--- src/hdl/tkms_pkg.sv ---
// Shared types and constants for the top-k index selector.
`timescale 1ns / 1ps
`default_nettype none

package tkms_pkg;

    // Field and register widths
    localparam int VAL_W   = 32;
    localparam int IDX_W   = 10;
    localparam int LEN_W   = 11;
    localparam int KCNT_W  = 7;
    localparam int CIDX_W  = 8;
    localparam int CDATA_W = 32;

    // Parameter defaults
    localparam int MAX_SLICE_DEF = 1024;
    localparam int MAX_K_DEF     = 64;

    // Configuration register indexes
    localparam logic [CIDX_W-1:0] CFG_SLICE_LENGTH = 8'd0;
    localparam logic [CIDX_W-1:0] CFG_K_COUNT      = 8'd1;

    // Register reset values
    localparam logic [LEN_W-1:0]  SLICE_LENGTH_RST = 11'd1024;
    localparam logic [KCNT_W-1:0] K_COUNT_RST      = 7'd20;

    // Contents of one cell as seen by its neighbors
    typedef struct packed {
        logic             valid;
        logic [VAL_W-1:0] value;
        logic [IDX_W-1:0] index;
        logic             below;   // new word sorts ahead of this cell
    } t_cell_link;

    // Broadcast control from the sequencer to every cell
    typedef struct packed {
        logic             insert;
        logic             shift;
        logic             clear;
        logic [VAL_W-1:0] value;
        logic [IDX_W-1:0] index;
    } t_cell_ctrl;

endpackage

`default_nettype wire

--- src/hdl/tkms_cell.sv ---
// One sorting cell: holds a value and its index, inserts or shifts with its neighbors.
`timescale 1ns / 1ps
`default_nettype none

module tkms_cell
    import tkms_pkg::*;
(
    input  wire logic       i_clk,
    input  wire logic       i_rst_n,
    input  wire t_cell_ctrl i_ctrl,
    input  wire t_cell_link i_prev,
    input  wire t_cell_link i_next,
    output t_cell_link      o_link
);

    logic             r_valid, n_valid;
    logic [VAL_W-1:0] r_value, n_value;
    logic [IDX_W-1:0] r_index, n_index;
    logic             w_below;

    // Strictly smaller goes ahead, so equal values keep arrival order
    assign w_below = !r_valid || ($signed(i_ctrl.value) < $signed(r_value));

    // Next contents
    always_comb begin
        n_valid = r_valid;
        n_value = r_value;
        n_index = r_index;
        if (i_ctrl.clear) begin
            n_valid = 1'b0;
        end else if (i_ctrl.insert && w_below) begin
            if (i_prev.below) begin
                // upstream cell also moves down: take its word
                n_valid = i_prev.valid;
                n_value = i_prev.value;
                n_index = i_prev.index;
            end else begin
                n_valid = 1'b1;
                n_value = i_ctrl.value;
                n_index = i_ctrl.index;
            end
        end else if (i_ctrl.shift) begin
            n_valid = i_next.valid;
            n_value = i_next.value;
            n_index = i_next.index;
        end
    end

    always_ff @(posedge i_clk) begin
        if (!i_rst_n) begin
            r_valid <= 1'b0;
        end else begin
            r_valid <= n_valid;
        end
    end

    always_ff @(posedge i_clk) begin
        r_value <= n_value;
        r_index <= n_index;
    end

    assign o_link = '{valid: r_valid, value: r_value, index: r_index, below: w_below};

endmodule

`default_nettype wire
--- config.mk ---
export PLATFORM = sky130hd
export DESIGN_NAME = tkms_cell
export DESIGN_NICKNAME = d
export VERILOG_FILES = /design/src/hdl/tkms_pkg.sv /design/src/hdl/tkms_cell.sv
export SDC_FILE = /design/constraint.sdc
export NUM_CORES = 1
export LEC_CHECK = 0
export BUFFER_PORTS_ARGS = -buffer_cell sky130_fd_sc_hd__buf_4
export CELL_PAD_IN_SITES_DETAIL_PLACEMENT = 0
export CELL_PAD_IN_SITES_GLOBAL_PLACEMENT = 2
export CORE_MARGIN = 2
export CORE_UTILIZATION = 30
export DETAILED_ROUTE_END_ITERATION = 8
export GPL_ROUTABILITY_DRIVEN = 0
export PLACE_DENSITY = 0.85
export SLEW_MARGIN = 20
export SYNTH_ARGS = -nofsm -noshare
export SYNTH_HDL_FRONTEND = slang
export SYNTH_SLANG_ARGS = --single-unit
--- constraint.sdc ---
create_clock -name i_clk -period 6.66 [get_ports i_clk]
set_input_delay 0.999 -clock i_clk [delete_from_list [all_inputs] [get_ports i_clk]]
set_output_delay 0.999 -clock i_clk [all_outputs]
set_load 0.01 [all_outputs]
==> impl_metrics.py, run 1 <==
metrics = {
    "setup_path": {
        "endpoint_kind": "output port",
        "crit_fanout": 6,
        "crit_slowest_cell": "nor4_2",
        "critical_path_class": "in2out",
        "critical_path_required_ns": 5.66,
        "crit_start": "i_ctrl[41]",
        "cp_num_buf_inv": 2,
        "cp-start-kind": "primary input",
        "arrival_ns": 2.98,
        "reg2reg_from": "r_value[1]",
        "path_cells": "buf_4 > ha_1 > nand4_2 > nor4_2 > o21a_1 > a31oi_1 > nand2_1 > mux2_2 > buf_4",
        "worst_path_most_repeated_cell": "buf_4",
        "slowest_delay_ns": 0.45,
        "crit_family": "simple AND/OR/NAND/NOR gates",
    },
    "cts": {
        "cts_tree": "yes",
        "postCtsHoldBufs": 0,
        "post_cts_buffers": 0,
        "clkTransAtPathRegs_ns": 0.06,
        "htree_num_levels": 2,
        "root_buffer": "clkbuf_16",
        "clockBufferDepth": 2,
        "cts_buffers": 5,
        "cts-resized-gates": 0,
        "clk_latency_ns": 0.28,
        "cts.sinks": 43,
    },
    "placement": {
        "hpwl_mm": 6.71,
        "placed_area_um2": 4800,
        "dp.cells": 570,
        "place_ws_ns": 2.64,
        "io_buffers": 177,
    },
    "power_and_ir_drop": {
        "leakagePower_nw": 2.39,
        "peakVddDrop_v": 0.000104,
        "power_density_nw_per_um2": 187,
        "design_power_total_uw": 926,
    },
    "routing": {
        "firstDrtPassIters": 4,
        "drt_wl_total_mm": 8.59,
        "vias_per_cell": 4.55,
        "drc": 0,
        "wl_per_cell_um": 14.9,
        "vias": 2631,
        "drt_iter0_markers": 42,
        "ant_nets": 0,
    },
    "sta": {
        "timing.max_slew.rel_slack_pct": 45.1,
        "hold_viol_final": 0,
        "setup_viol": 0,
        "finalHoldWorstSlack_ns": 0.788,
        "fmax_ghz": 0.251,
        "slew_violations": 0,
        "rsz0062_at_grt": "false",
        "setup_slack_ns": 2.68,
        "finalClockSkew_ns": 0.00349,
        "fin_crit_sh_pct": 59.8,
        "min_period_ns": 3.98,
        "tightestPinTransition_ns": 0.823,
        "finalSetupTns_ns": 0,
    },
    "global_route": {
        "grt_pass1_wl_mm": 13.0,
        "antenna_found_initial": 0,
        "grt_usage_pct": 13.9,
        "grt_max_degree": 44,
        "grt_pass1_vias": 2703,
        "grt-ovfl-total": 0,
    },
    "finish": {
        "drive_gt1_share_pct": 63.9,
        "syn2layout_area_growth_pct": 45.4,
        "layout.nets": 603,
        "n_antenna_cell": 0,
        "fin_util_pct": 45.2,
        "layout.cells.non_filler": 578,
        "fin_area_um2": 4940,
        "fillers": 1072,
    },
    "die": {
        "start_util_pct": 31.1,
        "fp.coreArea_um2": 10900,
        "die_area_um2": 12200,
        "die_w_um": 110,
        "rows": 38,
        "fp.dieH_um": 110,
        "num_io_pins": 179,
    },
    "synth": {
        "synth_seq_cells": 43,
        "synth_cells": 263,
        "syn_area_um2": 3400,
        "ys_types": 33,
        "synth_nets": 429,
        "synth-seq-area-share_pct": 37.7,
        "ys_warn_count": 0,
        "syn_area_per_cell_um2": 12.9,
    },
    "hold_path": {
        "min_from": "r_valid",
        "hp-class": "reg2reg",
    },
    "outcome": {
        "outcome": "finished, final reports clean",
    },
    "run": {
        "max_cap_viol_count": 0,
    },
}
==> power breakdown <==
part / switching [mW] / leakage, nW / internal (mW)
sequential: 0.0135 / 0.412 / 0.339
combinational: 0.132 / 1.90 / 0.199
clock: 0.105 / 0.0733 / 0.137
total: 0.250 / 2.39 / 0.676
==> sequential cells by signal, summed over array words and instances, names as in the netlist <==
name	count
r_valid	1
r_index	10
r_value	32
==> Yosys cell counts <==
library cell,n,area [um^2]
mux2_2,48,541
edfxtp_1,42,1260
mux2_4,38,571
inv_1,33,124
ha_1,31,388
a21oi_1,12,60.1
nand2_1,6,22.5
o21ai_0,6,30.0
clkbuf_1,5,18.8
nand4_1,5,31.3
buf_12,4,80.1
nand3_1,4,20.0
a21o_1,3,22.5
nand2b_1,3,18.8
buf_4,2,15.0
nor2_1,2,7.51
o21a_1,2,15.0
o21ba_2,2,20.0
a2111oi_2,1,15.0
a21boi_0,1,7.51
a22oi_1,1,7.51
a31o_1,1,8.76
a31oi_1,1,6.26
and2_1,1,6.26
buf_6,1,11.3
dfxtp_1,1,20.0
mux2i_1,1,10.0
nand4_2,1,12.5
nor2b_1,1,6.26
nor3_1,1,5.00
nor4_2,1,12.5
nor4b_2,1,15.0
o22ai_1,1,6.26
==> cell families (layout without fill, tap and decap cells) <==
group,Yosys count,in the layout,synth area share (%)
DFF,43,43,37.7
adders and majority gates,31,31,11.4
AOI/OAI and AO/OA,31,31,5.86
and+or+nand+nor,26,26,4.64
buffers and inverters,45,220,7.33
muxes,87,87,33.0
==> worst min-delay path, stage by stage, from the launching register on <==
cell	delay, ns
dfxtp_1	0.41
mux2_2	0.18
nand2_1	0.04
mux2i_1	0.11
==> placed cells by master (no fill, tap or decap) <==
cell	count
a21boi_0	1
nor2b_1	1
a2111oi_2	1
o21a_1	2
edfxtp_1	42
o21ba_2	2
nor2_1	2
buf_4	179
nand2_1	6
nor3_1	1
a31oi_1	1
a21oi_1	12
nand3_1	4
a31o_4	1
o22ai_1	1
inv_1	33
mux2_2	48
o21ai_0	6
nor4_2	1
ha_1	31
a22oi_1	1
nand2b_1	3
and2_1	1
a21o_1	3
mux2i_1	1
nand4_2	1
mux2_4	38
clkinv_2	3
nand4_1	5
clkbuf_16	5
nor4b_2	1
dfxtp_1	1
==> area by class of cell <==
cell class              instances  area, um^2  share of cell area, %
multi-input cells             175        1870                   38.0
inverters                      33         124                   2.51
well taps                     140         175                   3.55
clock inverters                 3        15.0                  0.304
flip-flops and latches         43        1280                   25.9
repair buffers                179        1340                   27.2
clock buffers                   5         125                   2.53
==> final timing paths <==
check	to	slack [ns]	cells past startpoint
max	o_link[0]	2.68	9
min	r_valid	0.79	3
max reg2reg	r_index[1]	3.50	9
min reg2reg	r_valid	0.79	3
==> metal layers <==
layer  vias up  part of all wire (%)  GRT usage (%)
met5         -                     0              0
met4         0                  0.65           2.95
met3         4                   9.2           4.29
met2       107                    51           25.3
met1      1203                    39           15.8
li1       1317                     -              -
Power figures use the tool's default switching activity.
==> inputs of run 2 (changes only) <==
Settings changed: CORE_UTILIZATION 30 to 25, PLACE_DENSITY 0.85 to 0.75.
Clock period 6.66 ns to 3.6 ns, I/O delays scaled along.
==> impl_metrics.py, run 2 (synthesis results as in run 1) <==
metrics = {
    "outcome": {
        "outcome": "finished, final reports clean",
    },
    "finish": {
        "final_cell_mix": "buf_4, mux2_2, edfxtp_1",
        "syn2layout_area_growth_pct": 47.3,
        "layout_commonest_cell": "buf_4",
        "n_antenna_cell": 0,
        "largest_reg_flops": 32,
        "regMostFlops": "r_value",
        "drive_gt1_share_pct": 64.0,
        "largest_registers": "r_value: 32 flops, r_index: 10 flops, r_valid: 1 flops",
        "fin_area_um2": 5000,
        "layout.nets": 604,
    },
    "die": {
        "fp.dieH_um": 121,
        "die_area_um2": 14500,
        "die_w_um": 121,
        "num_io_pins": 179,
        "rows": 42,
        "start_util_pct": 25.6,
        "fp.coreArea_um2": 13200,
    },
    "setup_path": {
        "arrival_ns": 2.47,
        "critical_path_required_ns": 3.06,
        "crit_fanout": 6,
        "crit_family": "simple AND/OR/NAND/NOR gates",
        "slowest_delay_ns": 0.42,
        "ff2ff_path_depth": 10,
        "cp-start-kind": "flop",
        "path_cells": "inv_1 > ha_1 > nand4_2 > nor4_2 > o21a_1 > a31oi_1 > nand2_1 > mux2_2 > buf_4",
        "crit_slowest_cell": "nor4_2",
        "cp_num_buf_inv": 2,
        "reg2reg_to": "r_value[23]",
        "reg2reg_from": "r_value[21]",
        "endpoint_kind": "output port",
        "rrSetupSlack_ns": 0.76,
        "critical_path_class": "reg2out",
    },
    "global_route": {
        "grt-ovfl-total": 0,
        "grt_pass1_vias": 2822,
        "grt_usage_pct": 12.2,
        "grt_max_degree": 44,
        "grt_pass1_wl_mm": 13.8,
        "antenna_found_initial": 0,
    },
    "cts": {
        "post_cts_buffers": 0,
        "root_buffer": "clkbuf_16",
        "clockBufferDepth": 2,
        "htree_num_levels": 2,
        "clkTransAtPathRegs_ns": 0.07,
        "clk_latency_ns": 0.29,
        "cts.sinks": 43,
        "cts_tree": "yes",
        "cts-resized-gates": 0,
        "postCtsHoldBufs": 0,
        "cts_buffers": 5,
    },
    "routing": {
        "drt_iter0_markers": 47,
        "drc": 0,
        "vias": 2681,
        "firstDrtPassIters": 4,
        "wl_per_cell_um": 14.5,
        "vias_per_cell": 4.36,
        "drt_wl_total_mm": 8.92,
        "ant_nets": 0,
    },
    "run": {
        "max_cap_viol_count": 0,
    },
    "sta": {
        "finalSetupTns_ns": 0,
        "rsz0062_at_grt": "false",
        "setup_viol": 0,
        "fmax_ghz": 0.332,
        "hold_viol_final": 0,
        "fin_crit_sh_pct": 83.6,
        "timing.max_slew.rel_slack_pct": 58.5,
        "tightestPinTransition_ns": 0.622,
        "min_period_ns": 3.01,
        "slew_violations": 0,
        "finalClockSkew_ns": 0.00540,
    },
    "hold_path": {
        "holdPathStages": 4,
        "min_from": "i_ctrl[42]",
        "min_to": "r_valid",
        "hp-class": "in2reg",
    },
    "placement": {
        "io_buffers": 177,
        "placed_area_um2": 4850,
        "hpwl_mm": 7.01,
    },
    "power_and_ir_drop": {
        "power_density_nw_per_um2": 351,
        "peakVddDrop_v": 0.000206,
        "leakagePower_nw": 2.39,
    },
}
[run 2: how the worst max path moves through the flow]
| stage | startpoint | endpoint | cells after the start |
|---|---|---|---|
| 3_3_place_gp | i_ctrl[29] | r_value[31] | 9 |
| 3_5_place_dp | i_ctrl[29] | r_value[19] | 10 |
| 2_1_floorplan | i_ctrl[41] | r_index[0] | 10 |
| 4_1_cts | r_value[31] | o_link[0] | 9 |
| 5_1_grt | r_value[31] | o_link[0] | 9 |
| 6_report | r_value[31] | o_link[0] | 9 |
[run 2: worst reg2reg max path, stage by stage, from the launching register on]
cell	delay, ns
edfxtp_1	0.40
inv_1	0.07
ha_1	0.24
a21oi_1	0.15
o21ai_0	0.13
a22oi_1	0.19
nor4b_2	0.38
o22ai_1	0.17
a31o_4	0.24
buf_4	0.27
mux2_4	0.36
[run 2: layer usage]
| layer | routed length (um) | GRT usage (%) | up-vias |
|---|---|---|---|
| li1 | - | - | 1317 |
| met1 | 3650 | 14.3 | 1250 |
| met5 | 0 | 0 | - |
| met2 | 4400 | 21.3 | 109 |
| met3 | 773 | 4.10 | 5 |
| met4 | 94 | 3.05 | 0 |
[run 2: cell type report]
cell class | instances | area, um^2
Fill cell | 1375 | 8240
Multi-Input combinational cell | 175 | 1870
Timing Repair Buffer | 180 | 1350
Sequential cell | 43 | 1280
Tap cell | 176 | 220
Clock buffer | 5 | 125
Inverter | 33 | 124
Clock inverter | 3 | 26.3
[run 2: power by group]
part / total [mW] / internal (mW) / switching [mW]
combinational: 0.616 / 0.368 / 0.248
sequential: 0.652 / 0.627 / 0.0249
clock: 0.489 / 0.265 / 0.223
total: 1.76 / 1.26 / 0.496
[run 2: through the flow]
stage	total power [mW]	std cells	hold WS [ns]	util, %	setup WS, ns
after floorplan	1.05	263	0.682	-	0.560
after global placement	1.29	607	0.736	36.6	0.413
after detailed placement	1.29	607	0.760	36.6	0.394
after CTS	1.80	615	0.524	37.8	0.531
after global routing	1.86	615	0.529	37.8	0.389
final	1.76	615	0.527	37.8	0.591
==> inputs of run 3 (changes only) <==
Settings changed: CORE_UTILIZATION 25 to 28, PLACE_DENSITY 0.75 to 0.8.
Clock period 3.6 ns to 2.95 ns, I/O delays scaled along.
==> impl_metrics.py, run 3 (synthesis results as in run 1) <==
metrics = {
    "finish": {
        "drive_gt1_share_pct": 64.2,
        "fin_area_um2": 5100,
        "layout.nets": 606,
        "final_cell_mix": "buf_4, mux2_2, edfxtp_1",
        "largest_reg_flops": 32,
        "fin_util_pct": 42.8,
        "n_antenna_cell": 0,
        "syn2layout_area_growth_pct": 50.3,
        "regMostFlops": "r_value",
        "layout.cells.non_filler": 588,
        "largest_registers": "r_value: 32 flops, r_index: 10 flops, r_valid: 1 flops",
        "layout_commonest_cell": "buf_4",
    },
    "sta": {
        "timing.max_slew.rel_slack_pct": 59.3,
        "hold_viol_final": 0,
        "finalHoldWorstSlack_ns": 0.432,
        "fin_crit_sh_pct": 94.7,
        "tightestPinTransition_ns": 0.611,
        "finalClockSkew_ns": 0.0104,
        "finalSetupTns_ns": 0,
        "setup_slack_ns": 0.155,
        "fmax_ghz": 0.358,
        "slew_violations": 0,
        "setup_viol": 0,
        "min_period_ns": 2.79,
    },
    "power_and_ir_drop": {
        "design_power_total_mw": 2.32,
        "peakVddDrop_v": 0.000225,
        "leakagePower_nw": 2.46,
        "power_density_nw_per_um2": 455,
    },
    "routing": {
        "vias": 2670,
        "drt_wl_total_mm": 8.91,
        "drt_iter0_markers": 98,
        "drc": 0,
        "ant_nets": 0,
        "firstDrtPassIters": 4,
        "vias_per_cell": 4.54,
        "wl_per_cell_um": 15.1,
    },
    "die": {
        "die_area_um2": 13000,
        "die_w_um": 114,
        "fp.dieH_um": 114,
        "rows": 40,
        "fp.coreArea_um2": 11900,
        "start_util_pct": 28.5,
        "num_io_pins": 179,
    },
    "cts": {
        "postCtsHoldBufs": 0,
        "cts_buffers": 5,
        "root_buffer": "clkbuf_16",
        "htree_num_levels": 2,
        "cts_tree": "yes",
        "cts.sinks": 43,
        "clkTransAtPathRegs_ns": 0.07,
        "clockBufferDepth": 2,
        "clk_latency_ns": 0.29,
    },
    "hold_path": {
        "hp-class": "in2reg",
    },
    "setup_path": {
        "crit_fanout": 2,
        "arrival_ns": 2.35,
        "critical_path_class": "reg2out",
        "endpoint_kind": "output port",
        "critical_path_required_ns": 2.51,
        "cp-start-kind": "flop",
    },
    "outcome": {
        "outcome": "finished, final reports clean",
    },
    "global_route": {
        "grt_usage_pct": 13.5,
        "antenna_found_initial": 0,
        "grt_max_degree": 44,
        "grt_pass1_vias": 2768,
        "grt_pass1_wl_mm": 13.7,
        "grt-ovfl-total": 0,
    },
    "placement": {
        "hpwl_mm": 6.98,
        "io_buffers": 177,
        "dp.cells": 579,
        "place_ws_ns": -0.00167,
        "placed_area_um2": 4870,
    },
    "run": {
        "max_cap_viol_count": 0,
    },
}
[run 3: cell count changes in the layout (fill, tap and decap cells not counted), moves of 2 or more]
cell / change
bufinv_16: +2
buf_4: -2
inv_6: -3
buf_12: +4
[run 3: what timing repair did]
item	4_1_cts	5_1_grt
setup endpoints to repair	0	1
gates resized for setup	0	3
buffers inserted	0	1
[run 3: area by class of cell]
type / count / area, um^2
Sequential cell: 43 / 1280
Timing Repair Buffer: 182 / 1420
Inverter: 33 / 124
Clock buffer: 5 / 125
Clock inverter: 3 / 67.6
Tap cell: 147 / 184
Multi-Input combinational cell: 175 / 1900
Fill cell: 1179 / 6810
[run 3: report_power, final]
group | internal, mW | total (mW) | switching, mW | leakage (nW)
Clock | 0.485 | 0.732 | 0.246 | 0.0900
Sequential | 0.766 | 0.796 | 0.0304 | 0.412
Combinational | 0.478 | 0.792 | 0.314 | 1.96
Total | 1.73 | 2.32 | 0.591 | 2.46
[run 3: path summary, 6_finish.rpt]
| kind | startpoint | to | slack (ns) | depth (start not counted) |
|---|---|---|---|---|
| max | r_value[1] | o_link[0] | 0.16 | 9 |
| min reg2reg | r_valid | r_valid | 0.77 | 3 |
| min | i_ctrl[42] | r_valid | 0.43 | 4 |
| max reg2reg | r_value[1] | r_index[0] | 0.24 | 10 |
[run 3: metal layers]
layer  up-vias  share of wire [%]  GRT usage [%]
li1       1323                  -              -
met1      1223                 40           15.6
met2       117                 50           24.0
met5         -                  0              0
met4         0                1.0           3.09
met3         7                8.8           4.76
[run 3: critical path, cell delays in order (launching register included)]
cell and delay (ns):
edfxtp_1 0.39, inv_1 0.07, ha_1 0.25, a2111oi_4 0.31
o21ba_2 0.19, o21ai_0 0.10, a31oi_1 0.25, nand2_1 0.09
mux2_2 0.28, buf_4 0.14
